**src/mav_pkg.sv**
```systemverilog
`timescale 1ns / 1ps
// ----------------------------------------------------------------------------
// Moving average package
// Shared types and fixed constants for the moving average window block.
// ----------------------------------------------------------------------------
package mav_pkg;

	// The window length register is five bits wide on the configuration port.
	localparam int CFG_BITS = 5;

	// Window length after reset, before it is clamped to the number of taps.
	localparam int WINDOW_RESET = 4;

	// Sequencer states, one-hot.
	typedef enum logic [3:0] {
		ST_IDLE   = 4'b0001,
		ST_UPDATE = 4'b0010,
		ST_DIVIDE = 4'b0100,
		ST_DONE   = 4'b1000
	} mav_state_t;

	// Status of the iterative divider as seen by the sequencer.
	typedef struct packed {
		logic busy;
		logic done;
	} div_status_t;

endpackage

```
**src/mav_ram.sv**
```systemverilog
`timescale 1ns / 1ps
// ----------------------------------------------------------------------------
// Generic single-port RAM
// One read and one write per cycle at a single address, registered read data, no reset on contents.
// ----------------------------------------------------------------------------
module mav_ram #(
	parameter int WIDTH = 16,
	parameter int DEPTH = 16
) (
	input  logic                                  clk,
	input  logic                                  rd_en,
	input  logic                                  wr_en,
	input  logic [(DEPTH > 1 ? $clog2(DEPTH) : 1)-1:0] addr,
	input  logic [WIDTH-1:0]                      wr_data,
	output logic [WIDTH-1:0]                      rd_data
);

	logic [WIDTH-1:0] mem_q [DEPTH];

	always_ff @(posedge clk) begin
		if (wr_en) begin
			mem_q[addr] <= wr_data;
		end
		if (rd_en) begin
			rd_data <= mem_q[addr];
		end
	end

endmodule

```
**src/mav_divider.sv**
```systemverilog
`timescale 1ns / 1ps
// ----------------------------------------------------------------------------
// Iterative unsigned divider
// Restoring radix-2 division, one quotient bit per cycle.
// ----------------------------------------------------------------------------
module mav_divider #(
	parameter int DIVIDEND_BITS = 20,
	parameter int DIVISOR_BITS  = 5
) (
	input  logic                     clk,
	input  logic                     arst_n,
	input  logic                     start,
	input  logic [DIVIDEND_BITS-1:0] dividend,
	input  logic [DIVISOR_BITS-1:0]  divisor,
	output logic [DIVIDEND_BITS-1:0] quotient,
	output mav_pkg::div_status_t     status
);

	localparam int CNT_W = $clog2(DIVIDEND_BITS + 1);

	logic [CNT_W-1:0]         cnt_q;
	logic                     done_q;
	logic [DIVIDEND_BITS-1:0] quo_q;
	logic [DIVISOR_BITS-1:0]  rem_q;
	logic [DIVISOR_BITS-1:0]  div_q;
	logic [DIVISOR_BITS:0]    shifted;
	logic                     fits;

	// The remainder stays below the divisor, so one extra bit holds the shifted value.
	assign shifted = {rem_q, quo_q[DIVIDEND_BITS-1]};
	assign fits    = shifted >= {1'b0, div_q};

	always_ff @(posedge clk or negedge arst_n) begin
		if (!arst_n) begin
			cnt_q  <= '0;
			done_q <= 1'b0;
		end else if (start) begin
			cnt_q  <= CNT_W'(DIVIDEND_BITS);
			done_q <= 1'b0;
		end else if (cnt_q != '0) begin
			cnt_q  <= cnt_q - 1'b1;
			done_q <= (cnt_q == CNT_W'(1));
		end else begin
			done_q <= 1'b0;
		end
	end

	always_ff @(posedge clk) begin
		if (start) begin
			quo_q <= dividend;
			rem_q <= '0;
			div_q <= divisor;
		end else if (cnt_q != '0) begin
			quo_q <= {quo_q[DIVIDEND_BITS-2:0], fits};
			if (fits) begin
				rem_q <= DIVISOR_BITS'(shifted - {1'b0, div_q});
			end else begin
				rem_q <= DIVISOR_BITS'(shifted);
			end
		end
	end

	assign quotient    = quo_q;
	assign status.busy = cnt_q != '0;
	assign status.done = done_q;

endmodule

```
**src/moving_average_window.sv**
```systemverilog
`timescale 1ns / 1ps
// ----------------------------------------------------------------------------
// Moving average window
// Running-sum moving average over the last window_length signed samples.
// ----------------------------------------------------------------------------
// Usage:
//   Samples enter on the in_valid / in_ready channel; each accepted transaction
//   yields exactly one result transaction on out_valid / out_ready carrying the
//   average and the window_full flag.
//   The average is the running sum divided by the number of samples seen since
//   the last clear, capped at the window length, truncated toward zero.
//   An accepted sample passes through the update, divide and done states
//   before its result is loaded into the output register. The divide state
//   waits for the radix-2 divider, which produces one quotient bit of the
//   running sum per cycle. A new sample is accepted once the previous result
//   sits in the output register, so a sample is never taken before the last
//   one is through.
//   If the receiver stalls, the result holds in the output register; the next
//   sample can still be processed, but its result waits until the output
//   register is free.
//   Reset sets the window length to 4 (or MAX_TAPS if smaller) and empties the
//   window. Writing window_length clamps it to 1..MAX_TAPS and also empties
//   the window; write it only while no transaction is in flight.
// ----------------------------------------------------------------------------
module moving_average_window #(
	parameter int MAX_TAPS    = 16,
	parameter int SAMPLE_BITS = 16
) (
	input  logic                          clk,
	input  logic                          arst_n,
	// Configuration port.
	input  logic                          window_length_we,
	input  logic [mav_pkg::CFG_BITS-1:0]  window_length,
	// Sample channel.
	input  logic                          in_valid,
	output logic                          in_ready,
	input  logic signed [SAMPLE_BITS-1:0] sample,
	// Result channel.
	output logic                          out_valid,
	input  logic                          out_ready,
	output logic signed [SAMPLE_BITS-1:0] average,
	output logic                          window_full
);

	// Widths that follow from the parameters.
	localparam int SLOT_W   = (MAX_TAPS > 1) ? $clog2(MAX_TAPS) : 1;
	localparam int WIN_W    = $clog2(MAX_TAPS + 1);
	localparam int SUM_BITS = SAMPLE_BITS + $clog2(MAX_TAPS);
	localparam int WIN_RST  = (mav_pkg::WINDOW_RESET < MAX_TAPS) ?
		mav_pkg::WINDOW_RESET : MAX_TAPS;

	mav_pkg::mav_state_t state_q;

	logic [WIN_W-1:0]              win_q;     // clamped window length
	logic [SLOT_W-1:0]             slot_q;    // next ring slot to overwrite
	logic [WIN_W-1:0]              fill_q;    // samples held, saturates at win_q
	logic signed [SUM_BITS-1:0]    total_q;   // sum of the samples in the window
	logic signed [SAMPLE_BITS-1:0] sample_q;  // sample being processed
	logic                          neg_q;     // sign of the sum being divided
	logic                          full_q;    // window_full for the pending result

	logic                          out_valid_q;
	logic signed [SAMPLE_BITS-1:0] average_q;
	logic                          window_full_q;

	logic                          in_fire;
	logic                          out_free;

	// Ring buffer signals.
	logic                          ram_rd_en;
	logic                          ram_wr_en;
	logic [SAMPLE_BITS-1:0]        ram_rd_data;

	// Update arithmetic.
	logic signed [SUM_BITS-1:0]    old_ext;
	logic signed [SUM_BITS-1:0]    total_next;
	logic [WIN_W-1:0]              fill_next;
	logic [WIN_W-1:0]              slot_inc;
	logic [SUM_BITS-1:0]           total_mag;

	// Divider signals.
	logic                          div_start;
	logic [SUM_BITS-1:0]           quotient;
	mav_pkg::div_status_t          div_status;
	logic [SUM_BITS-1:0]           quo_signed;

	assign in_ready = (state_q == mav_pkg::ST_IDLE);
	assign in_fire  = in_valid && in_ready;

	// The output register may be loaded when empty or when its content leaves now.
	assign out_free = !out_valid_q || out_ready;

	// The ring is read at the write slot when a sample is accepted and written
	// with the new sample in the next cycle, in the update state, once the oldest entry is known.
	assign ram_rd_en = in_fire;
	assign ram_wr_en = (state_q == mav_pkg::ST_UPDATE);

	mav_ram #(
		.WIDTH (SAMPLE_BITS),
		.DEPTH (MAX_TAPS)
	) u_ring (
		.clk     (clk),
		.rd_en   (ram_rd_en),
		.wr_en   (ram_wr_en),
		.addr    (slot_q),
		.wr_data (sample_q),
		.rd_data (ram_rd_data)
	);

	// Until the window has filled once, the slot being overwritten has never
	// been written since the last clear and contributes zero to the sum. The
	// fill count therefore stands in for clearing the ring.
	always_comb begin
		if (fill_q == win_q) begin
			old_ext = SUM_BITS'($signed(ram_rd_data));
		end else begin
			old_ext = '0;
		end
		total_next = total_q - old_ext + SUM_BITS'(sample_q);
		fill_next  = (fill_q < win_q) ? fill_q + 1'b1 : fill_q;
		slot_inc   = WIN_W'(slot_q) + 1'b1;
		total_mag  = total_next[SUM_BITS-1] ? (~total_next + 1'b1) : total_next;
	end

	assign div_start = (state_q == mav_pkg::ST_UPDATE);

	mav_divider #(
		.DIVIDEND_BITS (SUM_BITS),
		.DIVISOR_BITS  (WIN_W)
	) u_div (
		.clk      (clk),
		.arst_n   (arst_n),
		.start    (div_start),
		.dividend (total_mag),
		.divisor  (fill_next),
		.quotient (quotient),
		.status   (div_status)
	);

	// Truncation toward zero: divide the magnitude, then restore the sign.
	assign quo_signed = neg_q ? (~quotient + 1'b1) : quotient;

	// Sequencer and window state.
	always_ff @(posedge clk or negedge arst_n) begin
		if (!arst_n) begin
			state_q     <= mav_pkg::ST_IDLE;
			win_q       <= WIN_W'(WIN_RST);
			slot_q      <= '0;
			fill_q      <= '0;
			total_q     <= '0;
			out_valid_q <= 1'b0;
		end else begin
			// The output register fills from the sequencer and empties when its
			// transaction is taken.
			if ((state_q == mav_pkg::ST_DONE) && out_free) begin
				out_valid_q <= 1'b1;
			end else if (out_valid_q && out_ready) begin
				out_valid_q <= 1'b0;
			end

			if (window_length_we) begin
				if (window_length == '0) begin
					win_q <= WIN_W'(1);
				end else if (int'(window_length) > MAX_TAPS) begin
					win_q <= WIN_W'(MAX_TAPS);
				end else begin
					win_q <= WIN_W'(window_length);
				end
				slot_q  <= '0;
				fill_q  <= '0;
				total_q <= '0;
			end

			unique case (state_q)
				mav_pkg::ST_IDLE: begin
					if (in_fire) begin
						state_q <= mav_pkg::ST_UPDATE;
					end
				end
				mav_pkg::ST_UPDATE: begin
					total_q <= total_next;
					fill_q  <= fill_next;
					slot_q  <= (slot_inc == win_q) ? '0 : SLOT_W'(slot_inc);
					state_q <= mav_pkg::ST_DIVIDE;
				end
				mav_pkg::ST_DIVIDE: begin
					if (div_status.done) begin
						state_q <= mav_pkg::ST_DONE;
					end
				end
				mav_pkg::ST_DONE: begin
					if (out_free) begin
						state_q <= mav_pkg::ST_IDLE;
					end
				end
				default: begin
					state_q <= mav_pkg::ST_IDLE;
				end
			endcase
		end
	end

	// Payload registers.
	always_ff @(posedge clk) begin
		if (in_fire) begin
			sample_q <= sample;
		end
		if (state_q == mav_pkg::ST_UPDATE) begin
			neg_q  <= total_next[SUM_BITS-1];
			full_q <= (fill_next == win_q);
		end
		if ((state_q == mav_pkg::ST_DONE) && out_free) begin
			average_q     <= SAMPLE_BITS'(quo_signed);
			window_full_q <= full_q;
		end
	end

	assign out_valid   = out_valid_q;
	assign average     = average_q;
	assign window_full = window_full_q;

endmodule

```
**config.mk**
```make
export PLATFORM = sky130hd
export DESIGN_NAME = moving_average_window
export DESIGN_NICKNAME = d
export VERILOG_FILES = /design/src/mav_pkg.sv /design/src/mav_ram.sv /design/src/mav_divider.sv /design/src/moving_average_window.sv
export SDC_FILE = /design/constraint.sdc
export NUM_CORES = 1
export LEC_CHECK = 0
export BUFFER_PORTS_ARGS = -buffer_cell sky130_fd_sc_hd__buf_4
export CORE_MARGIN = 1
export CORE_UTILIZATION = 35
export CTS_BUF_LIST = sky130_fd_sc_hd__clkbuf_4 sky130_fd_sc_hd__clkbuf_8
export DETAILED_ROUTE_END_ITERATION = 12
export MAX_ROUTING_LAYER = met4
export PLACE_DENSITY = 0.58
export SKIP_CTS_REPAIR_TIMING = 1
export SLEW_MARGIN = 10
export SYNTH_ARGS = -nofsm -noshare
export SYNTH_HDL_FRONTEND = slang
export SYNTH_SLANG_ARGS = --single-unit
```
**constraint.sdc**
```tcl
create_clock -name clk -period 7.7 [get_ports clk]
set_input_delay 0.77 -clock clk [delete_from_list [all_inputs] [get_ports clk]]
set_output_delay 0.77 -clock clk [all_outputs]
set_load 0.01 [all_outputs]
```
==> flow_metrics.py <==
metrics = {
    "run_status": {
        "outcome": "complete, no violations",
    },
    "die": {
        "initial_core_util_pct": 35.7,
        "core_um2": 49300,
        "num_rows": 81,
        "die_area_um2": 51100,
        "fp.dieW_um": 226,
        "die_height_um": 226,
        "io_pins": 45,
    },
    "pwr": {
        "leakagePower_nw": 7.14,
        "peakVddDrop_mv": 0.189,
        "power_density_nw_per_um2": 398,
    },
    "finish": {
        "final_cell_mix": "332 x edfxtp_1, 110 x inv_1, 80 x mux4_2",
        "finalNetCount": 1341,
        "final_cells": 1970,
        "drive_above_1_share_pct": 23.2,
        "antenna-diode-count": 0,
        "layout_commonest_cell": "edfxtp_1",
        "synthToLayoutAreaGrowth_pct": 14.2,
    },
    "global_route": {
        "overflow": 0,
        "grt_usage_pct": 15.4,
        "grt_max_degree": 70,
        "grt_first_pass_wirelength_um": 57800,
        "antenna_found_initial": 0,
        "grt_pass1_vias": 9984,
    },
    "worst_setup_path": {
        "cp_max_fo": 16,
        "cp.depth": 16,
        "path_cells": "inv_1 > ha_1 > and3_1 > and3_1 > and2_1 > fa_1 > fa_1 > and2b_1 > o2111ai_2 > a21o_1 > a21oi_2 > mux2i_1 > nand2_1 > o41ai_2 > xnor2_1 > o21ai_1",
        "worstSetupPathType": "reg2reg",
        "start_kind": "flip-flop",
        "path_buf_inv": 1,
        "crit_arrival_ps": 5430,
        "timing.rr.end": "u_div.quotient[17]$_DFFE_PP_",
        "cp_slowest_cell": "dfstp_2",
        "critPathMaxStageDelay_ps": 550,
        "cp-end-kind": "flip-flop",
        "reg2reg_slack_ps": 2600,
        "r2r_cells": 16,
        "critPathRequiredTime_ps": 8030,
        "timing.rr.start": "win_q[2]$_DFFE_PN1P_",
        "crit_family": "simple AND/OR/NAND/NOR gates",
    },
    "clock_network": {
        "cts_tree": "done",
        "cts_inserted_buffers": 67,
        "clock_sinks": 382,
        "htreeDepth": 3,
        "cts_root_buf": "clkbuf_8",
        "clockBufferDepth": 3,
        "clkTransAtPathRegs_ps": 60,
        "clk_latency_ps": 630,
    },
    "synthesis": {
        "synth-edff-count": 332,
        "ys_async_sr_fraction_pct": 11.8,
        "synth_cells": 1166,
        "synth_seq_cells": 382,
        "yosysTopAreaCell": "edfxtp_1",
        "yosys-top-cells-area": "edfxtp_1 57%, mux4_2 10%, dfrtp_1 6.1%, ha_1 2.8%, inv_1 2.4%",
        "seq_area_frac_synth_pct": 63.8,
        "yosys_warnings": 0,
        "synth_area_um2": 17600,
        "avgSynthCellArea_um2": 15.1,
        "synth_top_cell_area_share_pct": 56.8,
        "syn_nets": 1252,
        "synth_flop_cell": "edfxtp_1",
        "synthDistinctLibCells": 77,
    },
    "timing": {
        "final-setup-viol-count": 0,
        "slew_violations": 0,
        "hold_viol": 0,
        "skew_ps": 26.4,
        "fin_crit_sh_pct": 66.3,
        "fin_crit_ps": 5100,
        "fmax_mhz": 196,
        "setup_ws_ps": 2600,
        "worst_pin_slew_ps": 1040,
        "slew-limit-headroom_pct": 30.8,
        "rsz0062_at_grt": "false",
        "fin_setup_tns_ps": 0,
    },
    "route": {
        "vias": 9745,
        "routed_wl_um": 36800,
        "viasPerCell": 4.95,
        "drt_iter0_markers": 789,
        "ant_nets": 0,
        "drcViolationCount": 0,
        "wl_per_cell_um": 18.7,
        "firstDrtPassIters": 5,
    },
    "placement": {
        "placed_cells": 1850,
        "dp_slack_ps": 2540,
        "gp_congestion": 0.847,
        "hpwl_um": 22500,
        "portBuffers": 44,
    },
    "run": {
        "drv_cap": 0,
    },
    "worst_hold_path": {
        "holdCritPathClass": "in2async",
    },
}
-- cell type report --
type                       count  area (um^2)
sequential                   382        11200
clock inverter                25          149
clock buffer                  95         1140
tap                          664          831
fill                        4579        29200
timing repair buffer          69          518
inverter                     111          422
multi-input combinational    624         5790
-- synthesized netlist by cell type (5+ instances only) --
master and n:
and2_1 21, nor2b_1 5, edfxtp_1 332, o21ai_1 11, a21o_1 13, inv_1 110
nor2_1 46, nand2b_1 8, ha_1 40, xnor2_1 43, nand3_1 18, fa_1 20
or3_1 9, buf_2 6, o31ai_1 12, a21oi_1 24, nand2_1 69, dfrtp_1 43
a211oi_1 6, o211ai_1 5, nand4_1 5, mux4_2 80, dfxtp_1 5, and3_1 10
clkbuf_1 35, nand3b_1 10, o21ai_0 56, nor4_1 9, xor2_1 17, nor3_1 21
buf_1 5
-- worst reg2reg max path: cells and delay by family, from the launching register on --
family / cells / cell delay, ps
mux: 1 / 290
flops: 1 / 550
fa+ha+maj: 3 / 1220
buf+inv: 1 / 70
compound gates: 5 / 1200
xor+xnor: 1 / 170
simple gates: 5 / 1330
-- layer usage --
metal,up-vias,wire length (um),GRT usage (%)
met1,4903,16800,20.2
li1,4569,-,-
met2,209,17600,24.3
met3,64,1680,3.12
met4,0,735,4.60
met5,-,0,-
-- power breakdown --
group / switching (mW) / total, mW / internal [mW]
Combinational: 1.93 / 3.33 / 1.39
Clock: 0.829 / 1.80 / 0.971
Sequential: 0.255 / 2.87 / 2.61
-- sequential cells by signal, indices dropped and copies added (netlist names), 4 cells and up --
register and count:
fill_q 5, u_ring.rd_data 16, u_div.div_q 5, u_ring.mem_q 256
u_div.rem_q 5, u_div.cnt_q 5, state_q 4, total_q 20
sample_q 16, slot_q 4, average 16, u_div.quotient 20
win_q 5
-- how the worst max path moves through the flow --
| stage | startpoint | to | slack [ps] |
|---|---|---|---|
| after global placement | win_q[2]$_DFFE_PN1P_ | u_div.quotient[18]$_DFFE_PP_ | 2750 |
| after CTS | win_q[2]$_DFFE_PN1P_ | u_div.quotient[17]$_DFFE_PP_ | 2530 |
| after floorplan | win_q[2]$_DFFE_PN1P_ | u_div.quotient[16]$_DFFE_PP_ | 3140 |
| final | win_q[2]$_DFFE_PN1P_ | u_div.quotient[17]$_DFFE_PP_ | 2600 |
| after detailed placement | win_q[2]$_DFFE_PN1P_ | u_div.quotient[17]$_DFFE_PP_ | 2540 |
| after global routing | win_q[2]$_DFFE_PN1P_ | u_div.quotient[17]$_DFFE_PP_ | 2240 |
-- per-stage QoR --
stage               cell area [um^2]  hold slack (ps)  power, mW  util [%]
floorplan                      17600              400       5.53         -
global placement               18800              407       6.21      38.1
detailed placement             18800              421       6.25      38.1
CTS                            20100              158       8.09      40.7
global route                   20100              191       8.59      40.7
finish                         20100              183       7.99      40.7
-- cells by family (layout without fill, tap and decap cells) --
kind of cell	after synthesis	after routing	synth area share, %
AOI/OAI and AO/OA	170	170	6.55
xor gates and xnor gates	62	62	3.24
adders and majority gates	60	60	5.13
buffers and inverters	160	300	3.58
DFF	382	382	63.8
muxes	86	86	10.6
and+or+nand+nor	246	246	7.12
No activity file was read; power rests on OpenSTA's default activity.
